File: config.mk
export PLATFORM = sky130hd
export DESIGN_NAME = dhks_ram
export DESIGN_NICKNAME = d
export VERILOG_FILES = /design/src/design/dhks_ram.sv
export SDC_FILE = /design/constraint.sdc
export NUM_CORES = 2
export LEC_CHECK = 0
export BUFFER_PORTS_ARGS = -buffer_cell sky130_fd_sc_hd__buf_2
export CORE_MARGIN = 4
export CORE_UTILIZATION = 30
export DETAILED_ROUTE_END_ITERATION = 8
export PLACE_DENSITY_LB_ADDON = 0.08
export SYNTH_ARGS = -nofsm -noshare
export SYNTH_HDL_FRONTEND = slang
export SYNTH_SLANG_ARGS = --single-unit
File: constraint.sdc
create_clock -name clk -period 3.3 [get_ports clk]
set_input_delay 0.33 -clock clk [delete_from_list [all_inputs] [get_ports clk]]
set_output_delay 0.33 -clock clk [all_outputs]
set_load 0.01 [all_outputs]
File: src/design/dhks_ram.sv
module dhks_ram #(
	parameter int WIDTH = 8,
	parameter int DEPTH = 512
) (
	input  logic                     clk,
	input  logic                     we,
	input  logic [$clog2(DEPTH)-1:0] waddr,
	input  logic [WIDTH-1:0]         wdata,
	input  logic [$clog2(DEPTH)-1:0] raddr,
	output logic [WIDTH-1:0]         rdata
);

	logic [WIDTH-1:0] mem_q [DEPTH];

	always_ff @(posedge clk) begin
		if (we) begin
			mem_q[waddr] <= wdata;
		end
		rdata <= mem_q[raddr];
	end

endmodule

Yosys cells after proc, flatten, opt, wreduce, memory -nomap -nowiden

Memories as Yosys holds them, arrays and structs flattened. A register that Yosys moved wholly into a read port is not among the register bits.
Cells that the tools add are included.

Bits of input ports: 28
RAM bits: 4096
Memories kept: 1
Register bits: 0

Memory list:

| name  | words | width | read ports | clocked after memory_dff | write ports | line | source |
|---|---|---|---|---|---|---|---|
| mem_q | 512   | 8     | 1          | 1                        | 1           | 13   | `logic [WIDTH-1:0] mem_q [DEPTH];` |

Muxes and demuxes: 2

Operators with widths:

| operator          | number |
|---|---|
| 1-bit two-way mux | 2 |

Depth between registers and ports, before layout

Word-level depth: 2
Depth in mapped cells: 12
Gate-level depth less buffers: 7

Worst setup path before layout

Ideal clock, no wire load.

Kind: input-to-reg
Start point: input raddr[0]
End point: register rdata[0] (read register of mem_q)
Arrival: 2.184 ns
Required time: 3.182 ns
Stages: 10
Setup time: 0.118 ns
Setup slack: 0.998 ns
Buffers on the path: 4
Cells stage by stage: buf_4 -> buf_12 -> buf_12 -> buf_2 -> mux4_2 -> o21ai_0 -> nand3_1 -> nand4_1 -> o21ai_0 -> o2111a_1

RTL lines:

| what        | line | source |
|---|---|---|
| from (decl) | 9    | `input logic [$clog2(DEPTH)-1:0] raddr,` |
| to (decl)   | 10   | `output logic [WIDTH-1:0] rdata` |

==> summary.md <==
| Metric | Value |
|---|---|
| Unrepaired setup endpoints after global routing | no |
| Cell count after placement | 15,714 |
| Class of the worst hold path | input port to flop |
| Wire length of the first global-routing pass | 713,000 um |
| Number of buffers on the longest clock path | 4 |
| Leakage dissipation | 0.0623 uW |
| Worst Skew | 0.0605 ns |
| Area growth from synthesis to final layout | 20.0% |
| # setup viols final | 0 |
| # clock sinks | 4,104 |
| Final core utilization | 36.2% |
| Yosys reg bits | 4,104 |
| Total number of nets in the final design | 9,218 |
| Fraction of the cycle the final worst path needs | 97.8% |
| Number of buffers added on ports | 35 |
| Initial Util | 30.2% |
| Largest net degree at the start of global routing | 156 |
| Cell-by-cell trace of the critical path | mux2i_1 > o221ai_1 > a21oi_1 > nor4_1 > buf_4 > nand4_1 > buf_4 > nor4_1 > buf_4 > o2111a_1 |
| Fraction of synthesis flops using an asynchronous set or reset pin | 0% |
| Detailed-routing iteration count for the pre-antenna-repair pass | 5 |
| Routed wire per std cell | 31.1 um |
| Final HPWL from detailed placement | 335,000 um |
| Register-to-Register Setup Slack | 0.07 ns |
| Vertical extent of the die | 738 um |
| Switching power share of the total | 22.4% |
| Max Cap Viol | 0 |
| Most used standard cells in the synthesized netlist | sky130_fd_sc_hd__edfxtp_1 (4,096), sky130_fd_sc_hd__mux2i_1 (797), sky130_fd_sc_hd__mux4_2 (654) |
| Leading cell type by number of instances after synthesis | sky130_fd_sc_hd__edfxtp_1 |
| Type of origin of the critical path | flop |
| Vias in the first global route | 86,692 |
| Detailed Route WL | 516,000 um |
| Worst reg2reg path depth | 10 |
| Synth area leader | sky130_fd_sc_hd__edfxtp_1 |
| Placement Setup Slack | -0.994 ns |
| Most numerous cell on the critical path | sky130_fd_sc_hd__buf_4 |
| Via count of the routed design | 83,781 |
| Run status | finished, final reports clean |
| Syn Inst Count | 8,030 |
| Share of total power in the clock network | 44.0% |
| Final period demand of the worst path | 3.23 ns |
| Max Fclk | 310 MHz |
| Sequential cell fraction of total power | 50.5% |
| Max-slew violation count | 0 |
| Final hold slack | 0.135 ns |
| DRC violations left | 0 |
| Clock root cell | sky130_fd_sc_hd__clkbuf_16 |
| Die Span X | 738 um |
| Crit path setup slack, layout | 0.0731 ns |
| Unique masters post-synth | 51 |
| Syn Area/Cell | 19.9 um^2 |
| Worst flop-to-flop path endpoint | rdata[7]$_DFF_P_ |
| Hold path startpoint | waddr[0] |
| Clock tree from TritonCTS | done |
| Last weighted congestion value of the routability-driven placer | 0.791 |
| Area contributors post-synth | sky130_fd_sc_hd__edfxtp_1 (77%), sky130_fd_sc_hd__mux4_2 (9.2%), sky130_fd_sc_hd__mux2i_1 (5.0%) |
| Clock-pin slew on the worst setup and hold paths | 0.06 ns |
| Summed instance area of the synthesized netlist | 160,000 um^2 |
| Routed vias/inst | 5.05 |
| Initial DRC count | 7,399 |
| Net count after synthesis | 8,058 |
| Number of buffers created by CTS | 459 |
| Number of rows created at floorplan | 267 |
| WHS Path Cells | 3 |
| Proportion of power drawn by combinational gates | 5.5% |
| Filler cells | 49,134 |
| Cell with the largest stage delay on the worst path | sky130_fd_sc_hd__nor4_1 |
| Worst IR Drop VDD | 0.450 mV |
| Layout Cells excl Fill | 16,592 |
| Pwr per Cell Area | 593 nW/um^2 |
| Number of top-level pins | 36 |
| Number of antenna violations at the first check in global routing | 58 |
| Transition time of the tightest slew-check pin | 1.43 ns |
| H-Tree Level Count | 5 |
| Dominant register cell in the synthesized netlist | sky130_fd_sc_hd__edfxtp_1 |
| Worst setup path category | flop to flop |
| Total Die Area | 545,000 um^2 |
| Final Hold Fails | 0 |
| Fraction of post-synthesis cell area in the top cell type by area | 76.9% |
| Arrival time of data at the critical path endpoint | 4.16 ns |
| Count of synthesis-stage warnings from yosys | 0 |
| Clock latency reported for the late side of the worst-skew pair | 1.01 ns |
| Worst reg2reg startpoint | mem_q[59][7]$_DFFE_PP_ |
| GR Overflow Total | 0 |
| All-Layer GR Usage | 18.6% |
| Maximum fanout along the worst path | 2 |
| Post-synthesis sequential area ratio | 77.0% |
| Delay contributed by the slowest stage of the critical path | 0.79 ns |
| Hold EP | mem_q[311][0]$_DFFE_PP_ |
| Fraction of final layout cells sized beyond drive strength 1 | 26.5% |
| Switching power summed over all nets | 25,500 uW |
| Post-synth EDFFs | 4,096 |
| Core region area | 530,000 um^2 |
| Required time at the worst-slack endpoint | 4.23 ns |
| Worst slew margin | 3.90% |
| Cell Int Power | 88,400 uW |
| Endpoint kind of the worst setup timing path | flop |
| Antenna viol nets, final | 0 |
[worst max-delay path: cells and delay by family, from the launching register on]
kind	cells	cell delay [ns]
and+or+nand+nor	3	1.26
muxes	1	0.07
DFF	1	0.32
AOI/OAI and AO/OA	3	0.87
buffers and inverters	3	0.65
[power groups by stage]
stage | sequential, uW | combinational (uW) | clock, uW
3_3_place_gp | 58600 | 6380 | 0
4_1_cts | 57500 | 6440 | 51500
2_1_floorplan | 58500 | 2730 | 0
5_1_grt | 57500 | 6640 | 53800
3_5_place_dp | 58600 | 6420 | 0
6_report | 57500 | 6270 | 50100
[worst max path at each step]
| stage | startpoint | to | slack, ns | cells past startpoint |
|---|---|---|---|---|
| final | mem_q[59][7]$_DFFE_PP_ | rdata[7]$_DFF_P_ | 0.07 | 10 |
| after floorplan | raddr[0] | rdata[0]$_DFF_P_ | 1.0 | 10 |
| after CTS | mem_q[59][7]$_DFFE_PP_ | rdata[7]$_DFF_P_ | 0.02 | 10 |
| after global routing | mem_q[57][7]$_DFFE_PP_ | rdata[7]$_DFF_P_ | 0.0004 | 10 |
| after global placement | raddr[1] | rdata[7]$_DFF_P_ | -1.06 | 11 |
| after detailed placement | raddr[1] | rdata[7]$_DFF_P_ | -0.99 | 11 |
[state kept, by name, indices dropped and copies added (netlist names)]
| signal | count |
|---|---|
| mem_q | 4096 |
| rdata | 8 |
[per-layer routing]
| layer | part of all wire [%] | wire, um | global-route usage [%] |
|---|---|---|---|
| met2 | 48 | 250000 | 31.0 |
| met4 | 2.3 | 11900 | 3.98 |
| met1 | 45 | 230000 | 26.1 |
| met3 | 4.7 | 24300 | 2.35 |
| met5 | 0 | 0 | 0 |
[metrics by stage]
step | setup TNS (ns) | power [uW] | area, um^2
global route | 0 | 118000 | 192000
CTS | 0 | 115000 | 192000
global placement | -6.11 | 65000 | 177000
detailed placement | -5.90 | 65100 | 177000
finish | 0 | 114000 | 192000
floorplan | 0 | 61300 | 160000
[kinds of logic after synthesis]
family | count (synthesis) | share of synthesized area [%]
buf+inv | 516 | 1.85
flops | 4104 | 77.0
simple gates | 980 | 2.63
mux | 1451 | 14.2
compound gates | 979 | 4.31
[layout make-up]
class / instances / area (um^2) / share of cell area, %
multi-input cells: 3410 / 34000 / 17.7
clock buffers: 553 / 11900 / 6.18
well taps: 6994 / 8750 / 4.56
clock inverters: 292 / 2830 / 1.48
diodes: 24 / 60.1 / 0.0313
repair buffers: 1212 / 11300 / 5.87
inverters: 3 / 20.0 / 0.0104
flip-flops and latches: 4104 / 123000 / 64.2
[placed cells by master (no fill, tap or decap), drive strengths merged, types with 8 or more instances in the layout]
master       count
a211oi          17
o22ai          163
a22oi           61
clkbuf         554
mux4           654
edfxtp        4096
buf           1202
mux2i          797
dfxtp            8
nand3           36
nor3b            8
o221ai         372
bufinv          41
a21oi          194
o2111a           8
nor4            36
o21ai          119
inv             15
nor2           597
and2            20
nor3           109
o31ai           13
nand2          111
diode           24
clkinvlp        21
clkinv         218
dlygate4sd3      9
nand4           32
[timing repair]
action | CTS | global route
hold buffers | 9 | 0
setup buffers | 0 | 0
hold endpoints to repair | 496 | 0
gates resized for setup | 0 | 0
(Power assumes the default switching activity.)
