<file path="src/design/dhks_pkg.sv">
package dhks_pkg;

	localparam int DEF_TABLE_SIZE = 512;
	localparam int DEF_KEY_BYTES  = 8;
	localparam int KEY_W          = 64;
	localparam int LEN_W          = 4;
	localparam int SLOT_W         = 9;
	localparam int HASH_W         = 32;
	localparam int HASH_MUL1      = 37;
	localparam int HASH_MUL2      = 31;

	typedef enum logic [2:0] {
		ST_CLEAR,
		ST_IDLE,
		ST_HASH,
		ST_MODA,
		ST_MODB,
		ST_READ,
		ST_CHECK
	} state_t;

	typedef struct packed {
		logic load;
		logic step;
	} hash_ctl_t;

endpackage

</file>
<file path="src/design/dhks_mod.sv">
module dhks_mod
	import dhks_pkg::*;
#(
	parameter int TABLE_SIZE = DEF_TABLE_SIZE
) (
	input  logic                          clk,
	input  logic                          arst_n,
	input  logic                          start,
	input  logic [HASH_W-1:0]             x,
	output logic                          done,
	output logic [$clog2(TABLE_SIZE)-1:0] r
);

	localparam int SW = $clog2(TABLE_SIZE);

	logic          done_q;
	logic [SW-1:0] r_q;

	if ((TABLE_SIZE & (TABLE_SIZE - 1)) == 0) begin : g_pow2
		// low bits give the remainder directly
		always_ff @(posedge clk or negedge arst_n) begin
			if (!arst_n) begin
				done_q <= 1'b0;
			end else begin
				done_q <= start;
			end
		end

		always_ff @(posedge clk) begin
			if (start) begin
				r_q <= x[SW-1:0];
			end
		end
	end else begin : g_recip
		localparam int             M_W = HASH_W + 1;
		localparam int             P_W = HASH_W + M_W;
		localparam int             SH  = HASH_W + SW;
		localparam logic [63:0]    M64 = (64'd1 << SH) / 64'(TABLE_SIZE);
		localparam logic [M_W-1:0] M_C = M_W'(M64);
		localparam logic [SW:0]    N_C = (SW+1)'(TABLE_SIZE);

		logic [P_W-1:0] prod;
		logic [SW:0]    qn;
		logic [SW:0]    q_s1;
		logic [SW:0]    x_s1;
		logic           v_s1;
		logic [SW:0]    rem_s2;
		logic           v_s2;

		// quotient estimate by reciprocal is exact or one low, low bits suffice
		assign prod = {M_W'(0), x} * {HASH_W'(0), M_C};
		assign qn   = (SW+1)'(q_s1 * N_C);

		always_ff @(posedge clk or negedge arst_n) begin
			if (!arst_n) begin
				v_s1   <= 1'b0;
				v_s2   <= 1'b0;
				done_q <= 1'b0;
			end else begin
				v_s1   <= start;
				v_s2   <= v_s1;
				done_q <= v_s2;
			end
		end

		always_ff @(posedge clk) begin
			if (start) begin
				q_s1 <= prod[SH +: SW+1];
				x_s1 <= x[SW:0];
			end
			if (v_s1) begin
				rem_s2 <= x_s1 - qn;
			end
			if (v_s2) begin
				r_q <= (rem_s2 >= N_C) ? SW'(rem_s2 - N_C) : SW'(rem_s2);
			end
		end
	end

	assign done = done_q;
	assign r    = r_q;

endmodule

</file>
<file path="config.mk">
export PLATFORM = sky130hd
export DESIGN_NAME = dhks_mod
export DESIGN_NICKNAME = d
export VERILOG_FILES = /design/src/design/dhks_pkg.sv /design/src/design/dhks_mod.sv
export SDC_FILE = /design/constraint.sdc
export NUM_CORES = 1
export LEC_CHECK = 0
export ABC_AREA = 1
export ABC_CLOCK_PERIOD_IN_PS = 800
export BUFFER_PORTS_ARGS = -buffer_cell sky130_fd_sc_hd__buf_4
export CAP_MARGIN = 20
export CORE_AREA = 3 3 40 42
export CTS_CLUSTER_SIZE = 28
export DETAILED_ROUTE_END_ITERATION = 7
export DIE_AREA = 0 0 43 45
export PLACE_DENSITY = 0.71
export SYNTH_ARGS = -nofsm -noshare
export SYNTH_HDL_FRONTEND = slang
export SYNTH_SLANG_ARGS = --single-unit
</file>
<file path="constraint.sdc">
create_clock -name clk -period 0.8 [get_ports clk]
set_input_delay 0.24 -clock clk [delete_from_list [all_inputs] [get_ports clk]]
set_output_delay 0.24 -clock clk [all_outputs]
set_load 0.005 [all_outputs]
</file>
==> After elaboration in Yosys (flattened, before gate mapping) <==
Index checks and enable logic that the tools add are counted.
{ "totals": {"reg_bits": 10, "in_bits": 35, "output_inout_bits": 10, "elab_cells": 2} }

==> Depth between registers and ports, before layout <==
Gate-level depths: netlist of the first run.
{ "logic_depth": {"depth_word": 0, "ltp_mapped": 0, "depth_no_buf": 0} }

==> Worst setup path before layout of the first run <==
No wires, ideal clock.
{ "synth_path": {"kind": "flip-flop to output port", "from": "register r_q[0] (netlist: r[0])", "to": "output port r[0]", "t_arrival_ns": 0.355, "required_time_ns": 0.560, "setup_slack_ns": 0.205, "path_stages_with_launch": 1, "path_buffers": 0, "path_cell_list": "edfxtp_1"} }
{ "synth_rtl": {"columns": ["item", "line", "rtl"], "rows": [
  ["start, declared", "dhks_mod.sv:17", "logic [SW-1:0] r_q;"],
  ["start signal, assigned", "dhks_mod.sv:31", "r_q <= x[SW-1:0];"],
  ["end, declared", "dhks_mod.sv:11", "output logic [$clog2(TABLE_SIZE)-1:0] r"]
]} }
No word-level cell between the ends.

==> Worst setup path after layout of the first run <==
{ "layout_path": {"from": "register r_q[0] (netlist: r[0])", "to": "output port r[0]"} }
No word-level cell between the ends.

==> metrics.yaml, run 1 <==
status: "complete, but fails checks"
violations: "setup timing"
setup_tns_ns: -1.98
peakVddDrop_mv: 0.815
rsz0062_at_grt: "true"
grt_max_degree: 11
drive_gt1_share_pct: 66.7
route.detailed.drc: 0
power_density_nw_per_um2: 2120
fin_crit_sh_pct: 126
post_cts_buffers: 0
grt_pass1_wl_um: 848
cp_slowest_cell: "edfxtp_1"
synth_nets: 45
synthToLayoutAreaGrowth_pct: 74.6
worstSetupStartpointType: "register"
finalWorstSetupSlack_ns: -0.211
globalRouteOverflowTotal: 0
start_util_pct: 23.0
critical_path_arrival_ns: 0.77
pre_cts_slack_ns: 0.0655
met2_length_um: 274
drt_iter0_drc: 1
cts.sinks: 10
nNetsFinal: 72
vias: 192
synth.distinct_cells: 2
wl_um: 583
postRouteAntennaNets: 0
crit_buf_inv: 1
placedInstanceArea_um2: 472
grt_usage_pct: 6.43
end_kind: "output port"
worst_pin_slew_ns: 0.124
die_area_um2: 1940
period_needed_ns: 1.01
syn_avg_cell_area_um2: 29.5
fillers: 118
synthCells: 10
ys_seq_elements: 10
io_pins: 45
globalplace.congestion: 0.647
cts_tree: "done"
cp_max_fo: 1
core-area_um2: 1280
fin_util_pct: 40.1
slew_headroom_pct: 91.8
finalMaxSlewViolations: 0
drv_cap: 0
yosys_warnings: 0
die_h_um: 45
setup_viol: 10
fmax_mhz: 989
cp_num_cells: 1
finalHoldViolations: 0
port_buffers: 21
viasPerCell: 3.76
cts-root-buf: "clkbuf_4"
antenna_found_initial: 0
cp_top_family: "flip-flops"
drtPass1Iterations: 2
crit_chain: "buf_4"
crit_type: "reg2out"
std_cell_rows: 13
holdPathStages: 1
cts_buffers: 3
multi_input_area_um2: 0
clockBufferDepth: 2
die_w_um: 43
met3_length_um: 84
grt_pass1_vias: 198
clk_pin_slew_worst_paths_ns: 0.06
highest_layer: "met4"
wl_per_cell_um: 11.4
met1Wirelength_um: 219
crit_required_ns: 0.56
antenna_cells: 0
hp-class: "in2reg"
final_cell_area_um2: 515
num-multi-input-gates: 0
htreeDepth: 1
p_leak_nw: 0.222
timing.hold.ws_ns: 0.155
netlist_area_um2: 295
yosysSeqAreaShare_pct: 100
worst_path_largest_cell_delay_ns: 0.37
## stage by stage
| step | power (mW) | instances |
|---|---|---|
| finish | 1.09 | 51 |
| global route | 1.14 | 51 |
| CTS | 1.11 | 51 |
| detailed placement | 0.748 | 46 |
| global placement | 0.744 | 46 |
| floorplan | 0.641 | 10 |
## power breakdown
part           switching, mW  leakage (nW)  internal (mW)
Sequential            0.0114        0.0997          0.613
Clock                  0.159        0.0150          0.192
Combinational         0.0344         0.108         0.0838
## flip-flops by register name, summed over array words and instances (netlist names)
| name | count |
|---|---|
| done | 1 |
| r | 9 |
## cell usage after synthesis, drive strengths merged
cell type / instances / area, µm²
dfrtp: 1 / 25.0
edfxtp: 9 / 270
## timing repair
action | 4_1_cts | 5_1_grt
hold buffers | 1 | 0
gates resized for setup | 1 | 1
hold endpoints to repair | 1 | 0
endpoints found under the setup margin | 10 | 10
pin swaps | 0 | 0
## final cells by class
cell class	count	area [µm²]	share of cell area, %
clock buffer	4	26.3	5.10
tap	15	18.8	3.64
sequential	10	295	57.3
timing repair buffer	22	175	34.0
## layer usage
layer | up-vias | global-route usage, %
li1 | 92 | -
met1 | 82 | 6.57
met2 | 16 | 8.98
met3 | 2 | 3.19
met4 | 0 | 7.23
met5 | - | 0
## worst paths after layout
path / from / endpoint
min in group asynchronous: arst_n / done$_DFF_PN0_
max in group asynchronous: arst_n / done$_DFF_PN0_
worst min-delay path: x[0] / r[0]$_DFFE_PP_
worst max-delay path: r[0]$_DFFE_PP_ / r[0]
## kinds of logic (layout without fill, tap and decap cells)
group | Yosys count | count (layout) | synth area share, %
buf+inv | 0 | 26 | 0
flops | 10 | 10 | 100
## layout by cell type (no fill, tap or decap)
cell type / instances
clkbuf_1: 1
dfrtp_1: 1
edfxtp_1: 9
buf_6: 2
buf_4: 19
clkbuf_4: 3
dlygate4sd3_1: 1
Power figures use the tool's default switching activity.
==> run 2: changes to the inputs <==
--- a/config.mk
+++ b/config.mk
@@ -7,7 +7,7 @@
 export LEC_CHECK = 0
 export ABC_AREA = 1
 export ABC_CLOCK_PERIOD_IN_PS = 800
-export BUFFER_PORTS_ARGS = -buffer_cell sky130_fd_sc_hd__buf_4
+export BUFFER_PORTS_ARGS = -buffer_cell sky130_fd_sc_hd__buf_2
 export CAP_MARGIN = 20
 export CORE_AREA = 3 3 40 42
 export CTS_CLUSTER_SIZE = 28
==> run 2 against run 1 <==
The flow still finishes with violations (setup timing). Design area fell by 9.7%. Cell count is the same. Maximum frequency up 1.0%. Global-route usage is essentially flat. Combinational power down 33%. Via count fell by 1.6%. Critical path depth is the same. Count of clock-buffer cells in the layout unchanged. Critical path type unchanged.
==> metrics.yaml, run 2 (synthesis gave the netlist of run 1 again) <==
status: "complete, but fails checks"
crit_chain: "buf_2"
grt_usage_pct: 6.42  # -0.011 points
nNetsFinal: 72  # unchanged
seq_power_share_pct: 54.8  # -2.3 points
ff_latch_area_um2: 295  # unchanged
grt_pass1_wl_um: 786  # -7.3%
start_util_pct: 23.0  # unchanged
pre_cts_slack_ns: 0.0279  # -0.0375 ns
num-multi-input-gates: 0  # unchanged
std_cell_rows: 13  # unchanged
drtPass1Iterations: 1  # -1
p_sw_mw: 0.199  # -2.7%
placedInstanceArea_um2: 419  # -11%
instances_no_fill: 51  # unchanged
critical_path_arrival_ns: 0.76  # about the same
cp_slowest_cell: "edfxtp_1"
ctsResizeCount: 0  # -1
drv_cap: 0  # unchanged
final_cell_area_um2: 465  # -9.7%
antenna_cells: 0  # unchanged
clk_pin_slew_worst_paths_ns: 0.06  # about the same
clockBufferDepth: 2  # unchanged
globalplace.congestion: 0.657  # +1.5%
drive_gt1_share_pct: 69.4  # +2.8 points
viasPerCell: 3.71  # -1.6%
drt_iter0_drc: 0  # -1
end_kind: "output port"
synthToLayoutAreaGrowth_pct: 57.6
cts_tree: "done"
worst_pin_slew_ns: 0.206  # +0.0823 ns
holdPathEnd: "r[0]$_DFFE_PP_"
cts-root-buf: "clkbuf_4"
grt_pass1_vias: 193  # -2.5%
slew_headroom_pct: 86.3  # -5.5 points
cp_top_family: "flip-flops"
crit_buf_inv: 1  # unchanged
globalRouteOverflowTotal: 0  # unchanged
worst_path_largest_cell_delay_ns: 0.37  # about the same
io_pins: 45  # unchanged
crit_type: "reg2out"
setup_tns_ns: -1.82  # +0.163 ns
timing.hold.ws_ns: 0.153  # -0.00133 ns
violations: "setup timing"
peakVddDrop_mv: 0.977  # +20%
power_density_nw_per_um2: 2440  # +15%
multi_input_area_um2: 0  # unchanged
place_inst: 46  # unchanged
fin_crit_sh_pct: 125  # -1.3 points
wl_um: 527  # -9.6%
htreeDepth: 1  # unchanged
post_cts_buffers: 0  # unchanged
port_buffers: 21  # unchanged
cp_max_fo: 1  # unchanged
finalWorstSetupSlack_ns: -0.201  # +0.0101 ns
finalMaxSlewViolations: 0  # unchanged
final_cell_mix: "21 x buf_2, 9 x edfxtp_1, 3 x clkbuf_4"
total_power_mw: 1.13  # +3.6%
cts_buffers: 3  # unchanged
holdPathStages: 1  # unchanged
period_needed_ns: 1.00  # -0.0101 ns
clockPowerShare_pct: 38.2  # +6.1 points
cts.sinks: 10  # unchanged
min_from: "x[0]"
fin_util_pct: 36.2  # -3.9 points
core-area_um2: 1280  # unchanged
largest_reg_flops: 9  # unchanged
rsz0062_at_grt: "true"
die_h_um: 45  # unchanged
route.detailed.drc: 0  # unchanged
postRouteAntennaNets: 0  # unchanged
p_leak_nw: 0.208  # -6.6%
cp_num_cells: 1  # unchanged
p_sw_share_pct: 17.6  # -1.1 points
fmax_mhz: 999  # +1.0%
crit_required_ns: 0.56  # about the same
die_w_um: 43  # unchanged
combPwrFrac_pct: 7.0  # -3.8 points
wl_per_cell_um: 10.3  # -9.6%
worstSetupStartpointType: "register"
hp-class: "in2reg"
final_common_cell: "buf_2"
p_int_mw: 0.935  # +5.1%
grt_max_degree: 11  # unchanged
finalHoldViolations: 0  # unchanged
vias: 189  # -1.6%
fillers: 128  # +8.5%
antenna_found_initial: 0  # unchanged
setup_viol: 10  # unchanged
die_area_um2: 1940  # unchanged
==> run 2: power groups by stage <==
stage               Clock (mW)  Sequential [mW]  Combinational [mW]
finish                   0.433            0.621              0.0795
global placement             0            0.632              0.0753
global route             0.495            0.623              0.0892
CTS                      0.456            0.622              0.0817
detailed placement           0            0.633              0.0779
floorplan                    0            0.641                   0
==> run 2: layer usage <==
layer	vias up	GRT usage (%)	share of wire, %
met5	-	0	0
met4	0	3.61	0
met3	0	7.17	17
met2	16	8.98	48
met1	82	5.53	35
li1	91	-	-
==> run 2: repair_timing <==
item / 4_1_cts / 5_1_grt
cloned: 0 / 0
setup endpoints to repair: 10 / 10
hold buffers: 1 / 0
endpoints found under the hold margin: 1 / 0
==> run 2: worst max path at each step <==
stage / from / end / slack [ns]
final: r[0]$_DFFE_PP_ / r[0] / -0.20
after global routing: r[0]$_DFFE_PP_ / r[0] / -0.25
after global placement: start / r[8]$_DFFE_PP_ / 0.04
after floorplan: r[0]$_DFFE_PP_ / r[0] / 0.20
after CTS: r[0]$_DFFE_PP_ / r[0] / -0.22
after detailed placement: start / r[8]$_DFFE_PP_ / 0.03
==> run 2: area by class of cell <==
cell class / count / area share [%]
clock buffers: 4 / 7.80
flip-flops and latches: 10 / 63.4
repair buffers: 22 / 24.7
well taps: 15 / 4.03
